### config.mk
export PLATFORM = sky130hd
export DESIGN_NAME = segment_sum_multiplicity_trigger_unit
export DESIGN_NICKNAME = d
export VERILOG_FILES = /design/src/design/ssmt_pkg.sv /design/src/design/ssmt_seg_map.sv /design/src/design/ssmt_sum_mem.sv /design/src/design/ssmt_scan.sv /design/src/design/segment_sum_multiplicity_trigger_unit.sv
export SDC_FILE = /design/constraint.sdc
export NUM_CORES = 2
export LEC_CHECK = 0
export BUFFER_PORTS_ARGS = -buffer_cell sky130_fd_sc_hd__buf_2
export CELL_PAD_IN_SITES_DETAIL_PLACEMENT = 0
export CELL_PAD_IN_SITES_GLOBAL_PLACEMENT = 2
export CORE_AREA = 4 4 378 380
export CTS_CLUSTER_SIZE = 14
export DETAILED_ROUTE_END_ITERATION = 10
export DIE_AREA = 0 0 382 384
export PLACE_DENSITY_LB_ADDON = 0.15
export SYNTH_ARGS = -nofsm -noshare
export SYNTH_HDL_FRONTEND = slang
export SYNTH_SLANG_ARGS = --single-unit
### constraint.sdc
create_clock -name clock -period 10.3 [get_ports clock]
set_input_delay 0.515 -clock clock [delete_from_list [all_inputs] [get_ports clock]]
set_output_delay 0.515 -clock clock [all_outputs]
set_load 0.005 [all_outputs]
### src/design/ssmt_pkg.sv
package ssmt_pkg;

   // Hodoscope geometry in 1/16 mm units
   localparam int PITCH_UNITS  = 224;
   localparam int OFFSET_UNITS = 160;

   // u / 224 is taken as (u >> 5) / 7, the /7 as a multiply by 293 and a shift by 11.
   // This is exact for a quotient operand below 448.
   localparam int PITCH_SHIFT  = 5;
   localparam int RECIP_SEVEN  = 293;
   localparam int RECIP_SHIFT  = 11;

   localparam int ENERGY_WIDTH = 16;
   localparam int POS_WIDTH    = 16;
   localparam int TILE_WIDTH   = 6;
   localparam int MASK_WIDTH   = 15;
   localparam int SEGCNT_WIDTH = 4;
   localparam int MULT_WIDTH   = 6;
   localparam int COUNT_WIDTH  = 7;

   localparam int THR_WIDTH    = 20;
   localparam int WIN_WIDTH    = 4;
   localparam int CSR_ADDR_WIDTH = 3;
   localparam int CSR_DATA_WIDTH = 20;

   localparam logic [THR_WIDTH-1:0]  BEAM_THR_RESET = 20'd100;
   localparam logic [THR_WIDTH-1:0]  TOF_THR_RESET  = 20'd200;
   localparam logic [WIN_WIDTH-1:0]  WIN_LOW_RESET  = 4'd4;
   localparam logic [WIN_WIDTH-1:0]  WIN_HIGH_RESET = 4'd10;
   localparam logic [MULT_WIDTH-1:0] MIN_MULT_RESET = 6'd2;

   typedef enum logic [CSR_ADDR_WIDTH-1:0] {
      CSR_BEAM_THRESHOLD   = 3'd0,
      CSR_TOF_THRESHOLD    = 3'd1,
      CSR_WINDOW_LOW       = 3'd2,
      CSR_WINDOW_HIGH      = 3'd3,
      CSR_MIN_MULTIPLICITY = 3'd4
   } csr_index_type;

   typedef enum logic [2:0] {
      ST_IDLE,
      ST_ACC,
      ST_SCAN,
      ST_DRAIN,
      ST_DONE
   } state_type;

   typedef struct packed {
      logic step;
      logic clear;
   } scan_ctl_type;

endpackage

### src/design/ssmt_seg_map.sv
module ssmt_seg_map #(
   parameter int SEGMENT_COUNT = 15,
   parameter int TILE_COUNT    = 34,
   parameter int AW            = 6
) (
   input  logic                                  func,
   input  logic                                  hit_valid,
   input  logic signed [ssmt_pkg::POS_WIDTH-1:0] position_x,
   input  logic [ssmt_pkg::TILE_WIDTH-1:0]       tile_number,
   output logic [AW-1:0]                         addr,
   output logic                                  hit_ok
);

   localparam int SPAN = SEGMENT_COUNT * ssmt_pkg::PITCH_UNITS;
   localparam int BIAS = ssmt_pkg::OFFSET_UNITS + SEGMENT_COUNT * (ssmt_pkg::PITCH_UNITS / 2);

   logic signed [17:0] u;
   logic               in_span;
   logic [8:0]         v;
   logic [17:0]        prod;
   logic [6:0]         seg;
   logic               tile_ok;

   always_comb begin
      u       = 18'(position_x) + 18'(BIAS);
      in_span = !u[17] && (u[16:0] < 17'(SPAN));
      v       = u[13:5];
      prod    = 18'(v) * 18'(ssmt_pkg::RECIP_SEVEN);
      seg     = prod[17:ssmt_pkg::RECIP_SHIFT];
      tile_ok = ({1'b0, tile_number} < 7'(TILE_COUNT));
      if (func) begin
         addr   = AW'(SEGMENT_COUNT) + AW'(tile_number);
         hit_ok = hit_valid && tile_ok;
      end else begin
         addr   = AW'(seg);
         hit_ok = hit_valid && in_span;
      end
   end

endmodule

### src/design/ssmt_sum_mem.sv
module ssmt_sum_mem #(
   parameter int DEPTH = 49,
   parameter int AW    = 6,
   parameter int SW    = 20
) (
   input  logic          clock,
   input  logic          reset,
   input  logic [AW-1:0] rd_addr,
   input  logic          wr_en,
   input  logic [AW-1:0] wr_addr,
   input  logic [SW-1:0] wr_data,
   input  logic          clear_hits,
   output logic [SW-1:0] rd_sum,
   output logic          rd_hit
);

   logic [SW-1:0]    mem [DEPTH];
   logic [SW-1:0]    rd_data_ff;
   logic [AW-1:0]    rd_addr_ff;
   logic [DEPTH-1:0] hit_ff;
   logic [DEPTH-1:0] hit_in;

   always_ff @(posedge clock) begin
      if (wr_en) begin
         mem[wr_addr] <= wr_data;
      end
      rd_data_ff <= mem[rd_addr];
      rd_addr_ff <= rd_addr;
   end

   // a cleared entry reads as zero without touching the array
   always_comb begin
      hit_in = hit_ff;
      if (clear_hits) begin
         hit_in = '0;
      end else if (wr_en) begin
         hit_in = hit_ff | (DEPTH'(1) << wr_addr);
      end
   end

   always_ff @(posedge clock) begin
      if (reset) begin
         hit_ff <= '0;
      end else begin
         hit_ff <= hit_in;
      end
   end

   assign rd_hit = hit_ff[rd_addr_ff];
   assign rd_sum = rd_hit ? rd_data_ff : '0;

endmodule

### src/design/ssmt_scan.sv
module ssmt_scan #(
   parameter int SEGMENT_COUNT = 15,
   parameter int AW            = 6,
   parameter int SW            = 20
) (
   input  logic                                     clock,
   input  logic                                     reset,
   input  ssmt_pkg::scan_ctl_type                   ctl,
   input  logic [AW-1:0]                            entry,
   input  logic [SW-1:0]                            sum,
   input  logic                                     hit,
   input  logic [ssmt_pkg::THR_WIDTH-1:0]           beam_thr,
   input  logic [ssmt_pkg::THR_WIDTH-1:0]           tof_thr,
   input  logic [ssmt_pkg::WIN_WIDTH-1:0]           win_low,
   input  logic [ssmt_pkg::WIN_WIDTH-1:0]           win_high,
   output logic [ssmt_pkg::MASK_WIDTH-1:0]          mask,
   output logic [ssmt_pkg::COUNT_WIDTH-1:0]         seg_cnt,
   output logic [ssmt_pkg::COUNT_WIDTH-1:0]         tile_cnt,
   output logic                                     in_window
);

   localparam int CW = (SW > ssmt_pkg::THR_WIDTH) ? SW : ssmt_pkg::THR_WIDTH;

   logic [ssmt_pkg::MASK_WIDTH-1:0]  mask_ff, mask_in;
   logic [ssmt_pkg::COUNT_WIDTH-1:0] seg_cnt_ff, seg_cnt_in;
   logic [ssmt_pkg::COUNT_WIDTH-1:0] tile_cnt_ff, tile_cnt_in;
   logic                             win_ff, win_in;
   logic [6:0]                       idx;
   logic                             is_seg;
   logic                             seg_ok;
   logic                             tile_ok;

   always_comb begin
      idx     = 7'(entry);
      is_seg  = ({1'b0, entry} < (AW+1)'(SEGMENT_COUNT));
      seg_ok  = hit && is_seg && (CW'(sum) >= CW'(beam_thr));
      tile_ok = hit && !is_seg && (CW'(sum) >= CW'(tof_thr));

      mask_in     = mask_ff;
      seg_cnt_in  = seg_cnt_ff;
      tile_cnt_in = tile_cnt_ff;
      win_in      = win_ff;
      if (ctl.clear) begin
         mask_in     = '0;
         seg_cnt_in  = '0;
         tile_cnt_in = '0;
         win_in      = 1'b0;
      end else if (ctl.step) begin
         if (seg_ok) begin
            seg_cnt_in = seg_cnt_ff + 1'b1;
            if (idx < 7'(ssmt_pkg::MASK_WIDTH)) begin
               mask_in = mask_ff | (ssmt_pkg::MASK_WIDTH'(1) << idx[3:0]);
            end
            if (idx >= 7'(win_low) && idx <= 7'(win_high)) begin
               win_in = 1'b1;
            end
         end
         if (tile_ok) begin
            tile_cnt_in = tile_cnt_ff + 1'b1;
         end
      end
   end

   always_ff @(posedge clock) begin
      if (reset) begin
         mask_ff     <= '0;
         seg_cnt_ff  <= '0;
         tile_cnt_ff <= '0;
         win_ff      <= 1'b0;
      end else begin
         mask_ff     <= mask_in;
         seg_cnt_ff  <= seg_cnt_in;
         tile_cnt_ff <= tile_cnt_in;
         win_ff      <= win_in;
      end
   end

   assign mask      = mask_ff;
   assign seg_cnt   = seg_cnt_ff;
   assign tile_cnt  = tile_cnt_ff;
   assign in_window = win_ff;

endmodule

### src/design/segment_sum_multiplicity_trigger_unit.sv
// Segment-sum multiplicity trigger.
// Requests arrive on the req_ channel (valid/ready), one hit per request; the
// request with req_last_in_event set closes the event. Hodoscope hits are
// mapped to a segment from their x position, tile hits address a tile; the
// energy is added, saturating, into a per-entry sum kept in one synchronous
// memory of SEGMENT_COUNT + TILE_COUNT entries with a hit flag per entry.
// Each request is a memory read, then the add and write-back; a new request
// is taken only once that write-back is done. After a closing request the
// block scans the memory one entry a cycle, then drains the last read into
// the counters and loads the result into an output register on rsp_, where
// it holds until rsp_ready. Further requests are taken while a result
// waits; only the end of the next scan stalls until the register is free.
// Clearing the sums is done by dropping the hit flags, with no memory pass.
// csr_we writes a threshold or window register at once; write it only while
// idle. Synchronous reset restores register defaults and empties all sums.
module segment_sum_multiplicity_trigger_unit #(
   parameter int SEGMENT_COUNT = 15,
   parameter int TILE_COUNT    = 34,
   parameter int SUM_WIDTH     = 20
) (
   input  logic                                       clock,
   input  logic                                       reset,
   input  logic                                       req_valid,
   output logic                                       req_ready,
   input  logic                                       req_func,
   input  logic                                       req_hit_valid,
   input  logic signed [ssmt_pkg::POS_WIDTH-1:0]      req_position_x,
   input  logic [ssmt_pkg::TILE_WIDTH-1:0]            req_tile_number,
   input  logic [ssmt_pkg::ENERGY_WIDTH-1:0]          req_energy_kev,
   input  logic                                       req_last_in_event,
   output logic                                       rsp_valid,
   input  logic                                       rsp_ready,
   output logic                                       rsp_trigger,
   output logic                                       rsp_in_window,
   output logic [ssmt_pkg::MASK_WIDTH-1:0]            rsp_segment_mask,
   output logic [ssmt_pkg::SEGCNT_WIDTH-1:0]          rsp_segment_count,
   output logic [ssmt_pkg::MULT_WIDTH-1:0]            rsp_tile_multiplicity,
   input  logic                                       csr_we,
   input  logic [ssmt_pkg::CSR_ADDR_WIDTH-1:0]        csr_addr,
   input  logic [ssmt_pkg::CSR_DATA_WIDTH-1:0]        csr_wdata
);

   localparam int DEPTH = SEGMENT_COUNT + TILE_COUNT;
   localparam int AW    = $clog2(DEPTH);
   localparam int SW    = SUM_WIDTH;

   ssmt_pkg::state_type state_ff, state_in;

   logic [ssmt_pkg::THR_WIDTH-1:0]  beam_thr_ff, tof_thr_ff;
   logic [ssmt_pkg::WIN_WIDTH-1:0]  win_low_ff, win_high_ff;
   logic [ssmt_pkg::MULT_WIDTH-1:0] min_mult_ff;

   logic [AW-1:0]                     map_addr;
   logic                              map_ok;
   logic [AW-1:0]                     addr_ff;
   logic                              hit_ok_ff;
   logic                              last_ff;
   logic [ssmt_pkg::ENERGY_WIDTH-1:0] energy_ff;

   logic [AW-1:0]  scan_idx_ff, scan_idx_in;
   logic [AW-1:0]  scan_entry_ff;
   logic           step_ff, step_in;
   logic [AW-1:0]  rd_addr;
   logic           wr_en;
   logic [SW-1:0]  wr_data;
   logic [SW:0]    sum_wide;
   logic [SW-1:0]  rd_sum;
   logic           rd_hit;
   logic           load_rsp;
   logic           accept;

   ssmt_pkg::scan_ctl_type scan_ctl;
   logic [ssmt_pkg::MASK_WIDTH-1:0]  scan_mask;
   logic [ssmt_pkg::COUNT_WIDTH-1:0] scan_seg_cnt;
   logic [ssmt_pkg::COUNT_WIDTH-1:0] scan_tile_cnt;
   logic                             scan_win;

   logic                                 rsp_valid_ff;
   logic                                 rsp_trigger_ff;
   logic                                 rsp_in_window_ff;
   logic [ssmt_pkg::MASK_WIDTH-1:0]      rsp_mask_ff;
   logic [ssmt_pkg::SEGCNT_WIDTH-1:0]    rsp_seg_cnt_ff;
   logic [ssmt_pkg::MULT_WIDTH-1:0]      rsp_mult_ff;

   // configuration registers
   always_ff @(posedge clock) begin
      if (reset) begin
         beam_thr_ff <= ssmt_pkg::BEAM_THR_RESET;
         tof_thr_ff  <= ssmt_pkg::TOF_THR_RESET;
         win_low_ff  <= ssmt_pkg::WIN_LOW_RESET;
         win_high_ff <= ssmt_pkg::WIN_HIGH_RESET;
         min_mult_ff <= ssmt_pkg::MIN_MULT_RESET;
      end else if (csr_we) begin
         case (csr_addr)
            ssmt_pkg::CSR_BEAM_THRESHOLD:   beam_thr_ff <= csr_wdata;
            ssmt_pkg::CSR_TOF_THRESHOLD:    tof_thr_ff  <= csr_wdata;
            ssmt_pkg::CSR_WINDOW_LOW:       win_low_ff  <= csr_wdata[ssmt_pkg::WIN_WIDTH-1:0];
            ssmt_pkg::CSR_WINDOW_HIGH:      win_high_ff <= csr_wdata[ssmt_pkg::WIN_WIDTH-1:0];
            ssmt_pkg::CSR_MIN_MULTIPLICITY: min_mult_ff <= csr_wdata[ssmt_pkg::MULT_WIDTH-1:0];
            default: ;
         endcase
      end
   end

   ssmt_seg_map #(
      .SEGMENT_COUNT (SEGMENT_COUNT),
      .TILE_COUNT    (TILE_COUNT),
      .AW            (AW)
   ) u_map (
      .func        (req_func),
      .hit_valid   (req_hit_valid),
      .position_x  (req_position_x),
      .tile_number (req_tile_number),
      .addr        (map_addr),
      .hit_ok      (map_ok)
   );

   // next state
   always_comb begin
      state_in = state_ff;
      case (state_ff)
         ssmt_pkg::ST_IDLE: begin
            if (req_valid) state_in = ssmt_pkg::ST_ACC;
         end
         ssmt_pkg::ST_ACC: begin
            state_in = last_ff ? ssmt_pkg::ST_SCAN : ssmt_pkg::ST_IDLE;
         end
         ssmt_pkg::ST_SCAN: begin
            if (scan_idx_ff == AW'(DEPTH - 1)) state_in = ssmt_pkg::ST_DRAIN;
         end
         ssmt_pkg::ST_DRAIN: begin
            state_in = ssmt_pkg::ST_DONE;
         end
         ssmt_pkg::ST_DONE: begin
            if (!rsp_valid_ff || rsp_ready) state_in = ssmt_pkg::ST_IDLE;
         end
         default: state_in = ssmt_pkg::ST_IDLE;
      endcase
   end

   // outputs of the sequencer
   always_comb begin
      req_ready      = (state_ff == ssmt_pkg::ST_IDLE);
      wr_en          = (state_ff == ssmt_pkg::ST_ACC) && hit_ok_ff;
      rd_addr        = (state_ff == ssmt_pkg::ST_SCAN) ? scan_idx_ff : map_addr;
      load_rsp       = (state_ff == ssmt_pkg::ST_DONE) && (!rsp_valid_ff || rsp_ready);
      step_in        = (state_ff == ssmt_pkg::ST_SCAN);
      scan_ctl.step  = step_ff;
      scan_ctl.clear = load_rsp;
      scan_idx_in    = '0;
      if (state_ff == ssmt_pkg::ST_SCAN) begin
         scan_idx_in = scan_idx_ff + 1'b1;
      end
   end

   assign accept = req_valid && req_ready;

   always_ff @(posedge clock) begin
      if (reset) begin
         state_ff    <= ssmt_pkg::ST_IDLE;
         scan_idx_ff <= '0;
         step_ff     <= 1'b0;
         hit_ok_ff   <= 1'b0;
         last_ff     <= 1'b0;
      end else begin
         state_ff    <= state_in;
         scan_idx_ff <= scan_idx_in;
         step_ff     <= step_in;
         if (accept) begin
            hit_ok_ff <= map_ok;
            last_ff   <= req_last_in_event;
         end
      end
   end

   // scan_entry_ff names the entry whose read data is out of the memory
   always_ff @(posedge clock) begin
      scan_entry_ff <= scan_idx_ff;
      if (accept) begin
         addr_ff   <= map_addr;
         energy_ff <= req_energy_kev;
      end
   end

   // saturating accumulate
   always_comb begin
      sum_wide = {1'b0, rd_sum} + (SW+1)'(energy_ff);
      wr_data  = sum_wide[SW] ? '1 : sum_wide[SW-1:0];
   end

   ssmt_sum_mem #(
      .DEPTH (DEPTH),
      .AW    (AW),
      .SW    (SW)
   ) u_mem (
      .clock      (clock),
      .reset      (reset),
      .rd_addr    (rd_addr),
      .wr_en      (wr_en),
      .wr_addr    (addr_ff),
      .wr_data    (wr_data),
      .clear_hits (load_rsp),
      .rd_sum     (rd_sum),
      .rd_hit     (rd_hit)
   );

   ssmt_scan #(
      .SEGMENT_COUNT (SEGMENT_COUNT),
      .AW            (AW),
      .SW            (SW)
   ) u_scan (
      .clock     (clock),
      .reset     (reset),
      .ctl       (scan_ctl),
      .entry     (scan_entry_ff),
      .sum       (rd_sum),
      .hit       (rd_hit),
      .beam_thr  (beam_thr_ff),
      .tof_thr   (tof_thr_ff),
      .win_low   (win_low_ff),
      .win_high  (win_high_ff),
      .mask      (scan_mask),
      .seg_cnt   (scan_seg_cnt),
      .tile_cnt  (scan_tile_cnt),
      .in_window (scan_win)
   );

   // result register
   always_ff @(posedge clock) begin
      if (reset) begin
         rsp_valid_ff <= 1'b0;
      end else if (load_rsp) begin
         rsp_valid_ff <= 1'b1;
      end else if (rsp_ready) begin
         rsp_valid_ff <= 1'b0;
      end
   end

   always_ff @(posedge clock) begin
      if (load_rsp) begin
         rsp_trigger_ff   <= scan_win &&
                             (scan_tile_cnt >= ssmt_pkg::COUNT_WIDTH'(min_mult_ff));
         rsp_in_window_ff <= scan_win;
         rsp_mask_ff      <= scan_mask;
         rsp_seg_cnt_ff   <= scan_seg_cnt[ssmt_pkg::SEGCNT_WIDTH-1:0];
         rsp_mult_ff      <= scan_tile_cnt[ssmt_pkg::MULT_WIDTH-1:0];
      end
   end

   assign rsp_valid             = rsp_valid_ff;
   assign rsp_trigger           = rsp_trigger_ff;
   assign rsp_in_window         = rsp_in_window_ff;
   assign rsp_segment_mask      = rsp_mask_ff;
   assign rsp_segment_count     = rsp_seg_cnt_ff;
   assign rsp_tile_multiplicity = rsp_mult_ff;

`ifndef SYNTHESIS
   a_rsp_from_done: assert property (@(posedge clock) disable iff (reset)
      $rose(rsp_valid_ff) |-> $past(state_ff == ssmt_pkg::ST_DONE))
      else $error("result raised outside the done state");

   a_last_starts_scan: assert property (@(posedge clock) disable iff (reset)
      (state_ff == ssmt_pkg::ST_ACC && last_ff) |=> (state_ff == ssmt_pkg::ST_SCAN))
      else $error("closing request did not start the scan");

   a_trigger_needs_window: assert property (@(posedge clock) disable iff (reset)
      rsp_valid_ff |-> (!rsp_trigger_ff || rsp_in_window_ff))
      else $error("trigger set without an in-window segment");

   a_scan_in_range: assert property (@(posedge clock) disable iff (reset)
      (state_ff == ssmt_pkg::ST_SCAN) |-> (scan_idx_ff <= AW'(DEPTH - 1)))
      else $error("scan index beyond the memory");
`endif

endmodule
==> impl_results.md <==
- # setup viols final: 0
- Most common library cell in the layout ignoring fill and taps: edfxtp_1
- FFs w/ async S/R, synth: 0%
- Initial Util: a little under half
- Clk buf depth: 3
- Vias post-DR: 49200
- Critical path class: input pin to flip-flop
- Int Pwr: 10.6 mW
- Combinational fraction of design power: 39.8%
- PD cells: 232 mW/mm2
- Pre-CTS setup slack: around 2.3 ns
- Fillcell total: 12100
- Top_reg_cell synth: edfxtp_1
- Root buf cell: clkbuf_16
- CORE AREA: 0.139 mm2
- Netlist cell types: between 70 and 80
- Total CTS buffers: about 140
- Vias in the first global route: around 48000
- Leak Pwr: 24.8 nW
- # rows: 137
- Max_slew headroom: 19.5%
- Register area share after synthesis: around 52%
- GR Layer Usage met2: 43.4%
- Synth Net Count: 6002
- Worst EP required: approximately 11 ns
- Max Clk Rate: 135 MHz
- Most frequent cells in the layout: 1029 x edfxtp_1, 975 x mux2i_1, 481 x o22ai_1
- Global routing usage on met3: about 4%
- Clock skew: 0.0237 ns
- Die Height: about 380 um
- Initial antenna violation count: 11
- Layout net count: 5929
- Least-Margin Pin Slew: 1.20 ns
- RSZ-0062 raised after global routing: false
- Max-slew violations: 0
- Setup crit start kind: input pin
- Met1 usage: slightly below 40%
- Clock latency on the worst-skew pair: approximately 0.76 ns
- Total power: ~17 mW
- Final GP Congestion: roughly 0.8
- Worst hold path class: input pin to flip-flop
- Worst-path clk slew: around 0.06 ns
- Syn_area_per_cell: 11.5 um2
- Fin util: 53.0%
- Initial DRT Pass Iterations: 6
- First-pass GRT wire length: 309000 um
- Die area: 0.147 mm2
- DRT iter0 DRCs: 4350
- Register share of total power: approximately a third
- Post-synthesis register bit count: 1204
- Share of cells above drive strength 1: between 10% and 20%
- Switching part of the total: 38.1%
- H-tree levels: 4
- Final setup TNS: 0 ns
- Endpoints failing hold: 0
- Fin crit share: 71.8%
- Peak supply drop: 0.369 mV
- Post-DR vias/cell: 6.37
- Gr usage total: 27.6%
- CP Data Arrival Time: 8.01 ns
- Tmin final: 7.39 ns
- Drt wl/cell: 27.0 um
- Clock power share: 27.9%
- Detailed-route DRC error count: 0
- CTS tree: yes
- Count of input and output buffers: between 90 and 100
- ANT nets after route: 0
- CP max FO: 103
- Layout Area Growth over Synthesis: 10.8%
- YS warnings: 0
- Die X: around 380 um
- Mapped Cells: 5807
- Synth Cell Area: 0.0666 mm2
- DPL Wire Length: roughly 120000 um
- Number of synthesized flops with an enable pin: 1029
- Post-route setup slack: 2.91 ns
- I/O Pins: 98
- Max cap viols: 0
- Most used routing layer: met2
- Status: finished, final reports clean
- Sink Count: between 1000 and 1500
- GRT Residual Overflow: 0
- Pin count of the biggest net entering global routing: 135
- Worst hold margin: 0.0709 ns
- Final WL: around 210000 um
- Critical Path End Type: flip-flop
- Net Sw Power: 6.53 mW
[kinds of logic (layout without fill, tap and decap cells)]
logic type / after synthesis / after routing / synth area share [%]
AO/OA/AOI/OAI: 1495 / 1495 / 14.4
multiplexers: 1294 / 1294 / 20.3
flip-flops: 1204 / 1204 / 51.6
AND/OR/NAND/NOR: 1075 / 1075 / 7.27
buffers and inverters: 579 / 618 / 3.52
adder cells (fa/ha/maj): 126 / 126 / 2.46
XOR/XNOR: 34 / 34 / 0.447
other: 0 / 5 / 0
[repair_timing]
action / CTS / global route
hold endpoints to repair: 48 / 0
hold buffers: 34 / 0
setup buffers: 0 / 0
resized for setup: 0 / 0
setup endpoints to repair: 0 / 0
[state kept, by name, summed over array words and instances, names as in the netlist, 7 cells and up]
| name | count |
|---|---|
| beam_thr_ff | 20 |
| u_mem.rd_data_ff | 20 |
| rsp_segment_mask | 15 |
| u_scan.mask | 15 |
| u_mem.mem | 980 |
| energy_ff | 16 |
| u_scan.tile_cnt | 7 |
| tof_thr_ff | 20 |
| u_mem.hit_ff | 49 |
[routing by layer]
| metal | vias to the layer above | part of all wire (%) |
|---|---|---|
| li1 | 22300 | - |
| met1 | 24900 | 45 |
| met2 | 1607 | 45 |
| met3 | 325 | 6.3 |
| met4 | 6 | 3.9 |
| met5 | - | 0.021 |
[critical path, cell delays in order]
cell	delay [ns]
buf_2	0.12
inv_1	0.06
ha_1	0.18
nor2_1	0.07
or3_1	0.34
o21ai_0	0.37
xnor2_1	0.28
ha_1	0.31
ha_1	0.27
ha_1	0.30
fa_1	0.46
ha_1	0.31
a21oi_1	0.18
nor3_1	0.09
a211oi_1	0.65
a21oi_1	0.27
o211ai_1	0.34
buf_12	0.51
inv_8	0.40
a211oi_1	0.32
a21oi_1	0.07
o21ai_0	0.95
a211o_1	0.42
nor4_2	0.08
[power groups by stage]
stage	logic (mW)	clock network [mW]	registers (mW)
after floorplan	4.78	0	5.49
after global placement	6.74	0	5.63
after detailed placement	6.75	0	5.63
after CTS	6.79	4.87	5.53
after global routing	7.32	5.08	5.52
final	6.83	4.78	5.53
[Yosys cell counts, drive strengths merged (3+ instances only)]
cell type,number,area share (%)
edfxtp,1029,46
mux2i,977,15
nand2,487,2.7
o22ai,481,4.5
a21oi,412,3.1
a211oi,365,4.3
clkbuf,344,1.9
mux2,302,5.1
nor2,245,1.4
dfxtp,175,5.3
nor3,165,1.2
buf,136,1.0
ha,118,2.2
inv,98,0.55
o21ai,88,0.67
a211o,41,0.54
nor4,29,0.46
a21o,27,0.30
and2,26,0.24
and3,24,0.23
xnor2,23,0.30
a311oi,21,0.28
nand3,18,0.14
mux4,15,0.51
nand2b,14,0.13
or3,14,0.14
a22o,12,0.16
nand4,12,0.11
o211ai,12,0.14
xor2,11,0.14
fa,8,0.24
nor2b,8,0.075
nor3b,8,0.090
a31oi,6,0.056
or2,6,0.056
o41ai,5,0.077
a21boi,4,0.045
nand3b,4,0.045
o21a,4,0.045
o311ai,4,0.053
a41oi,3,0.039
nand4b,3,0.039
or4,3,0.034
[area by class of cell]
| class | count | area (um2) | share of cell area (%) |
|---|---|---|---|
| repair buffers | 264 | 2040 | 2.77 |
| multi-input cells | 4024 | 30300 | 41.0 |
| flip-flops and latches | 1204 | 34400 | 46.6 |
| inverters | 99 | 379 | 0.513 |
| clock inverters | 54 | 368 | 0.498 |
| diodes | 5 | 12.5 | 0.0169 |
| clock buffers | 201 | 3980 | 5.39 |
| well taps | 1876 | 2350 | 3.18 |
[per-stage QoR]
| stage | cell area, um2 | instances |
|---|---|---|
| finish | 73800 | 7727 |
| global route | 73800 | 7724 |
| CTS | 73800 | 7722 |
| detailed placement | 69100 | 7433 |
| global placement | 69100 | 7433 |
| floorplan | 66600 | 5807 |
[path summary, 6_finish.rpt]
| check | startpoint | end | slack, ns | cells past startpoint |
|---|---|---|---|---|
| max | req_position_x[4] | u_mem.rd_data_ff[17]$_DFF_P_ | 2.91 | 24 |
| min | csr_wdata[3] | beam_thr_ff[3]$_SDFFE_PP0P_ | 0.07 | 3 |
| max reg2reg | u_mem.rd_addr_ff[1]$_DFF_P_ | u_mem.mem[11][18]$_DFFE_PP_ | 3.30 | 23 |
| min reg2reg | scan_idx_ff[5]$_SDFF_PP0_ | scan_entry_ff[5]$_DFF_P_ | 0.43 | 0 |
Note: power is estimated with default switching activity, not from simulation.
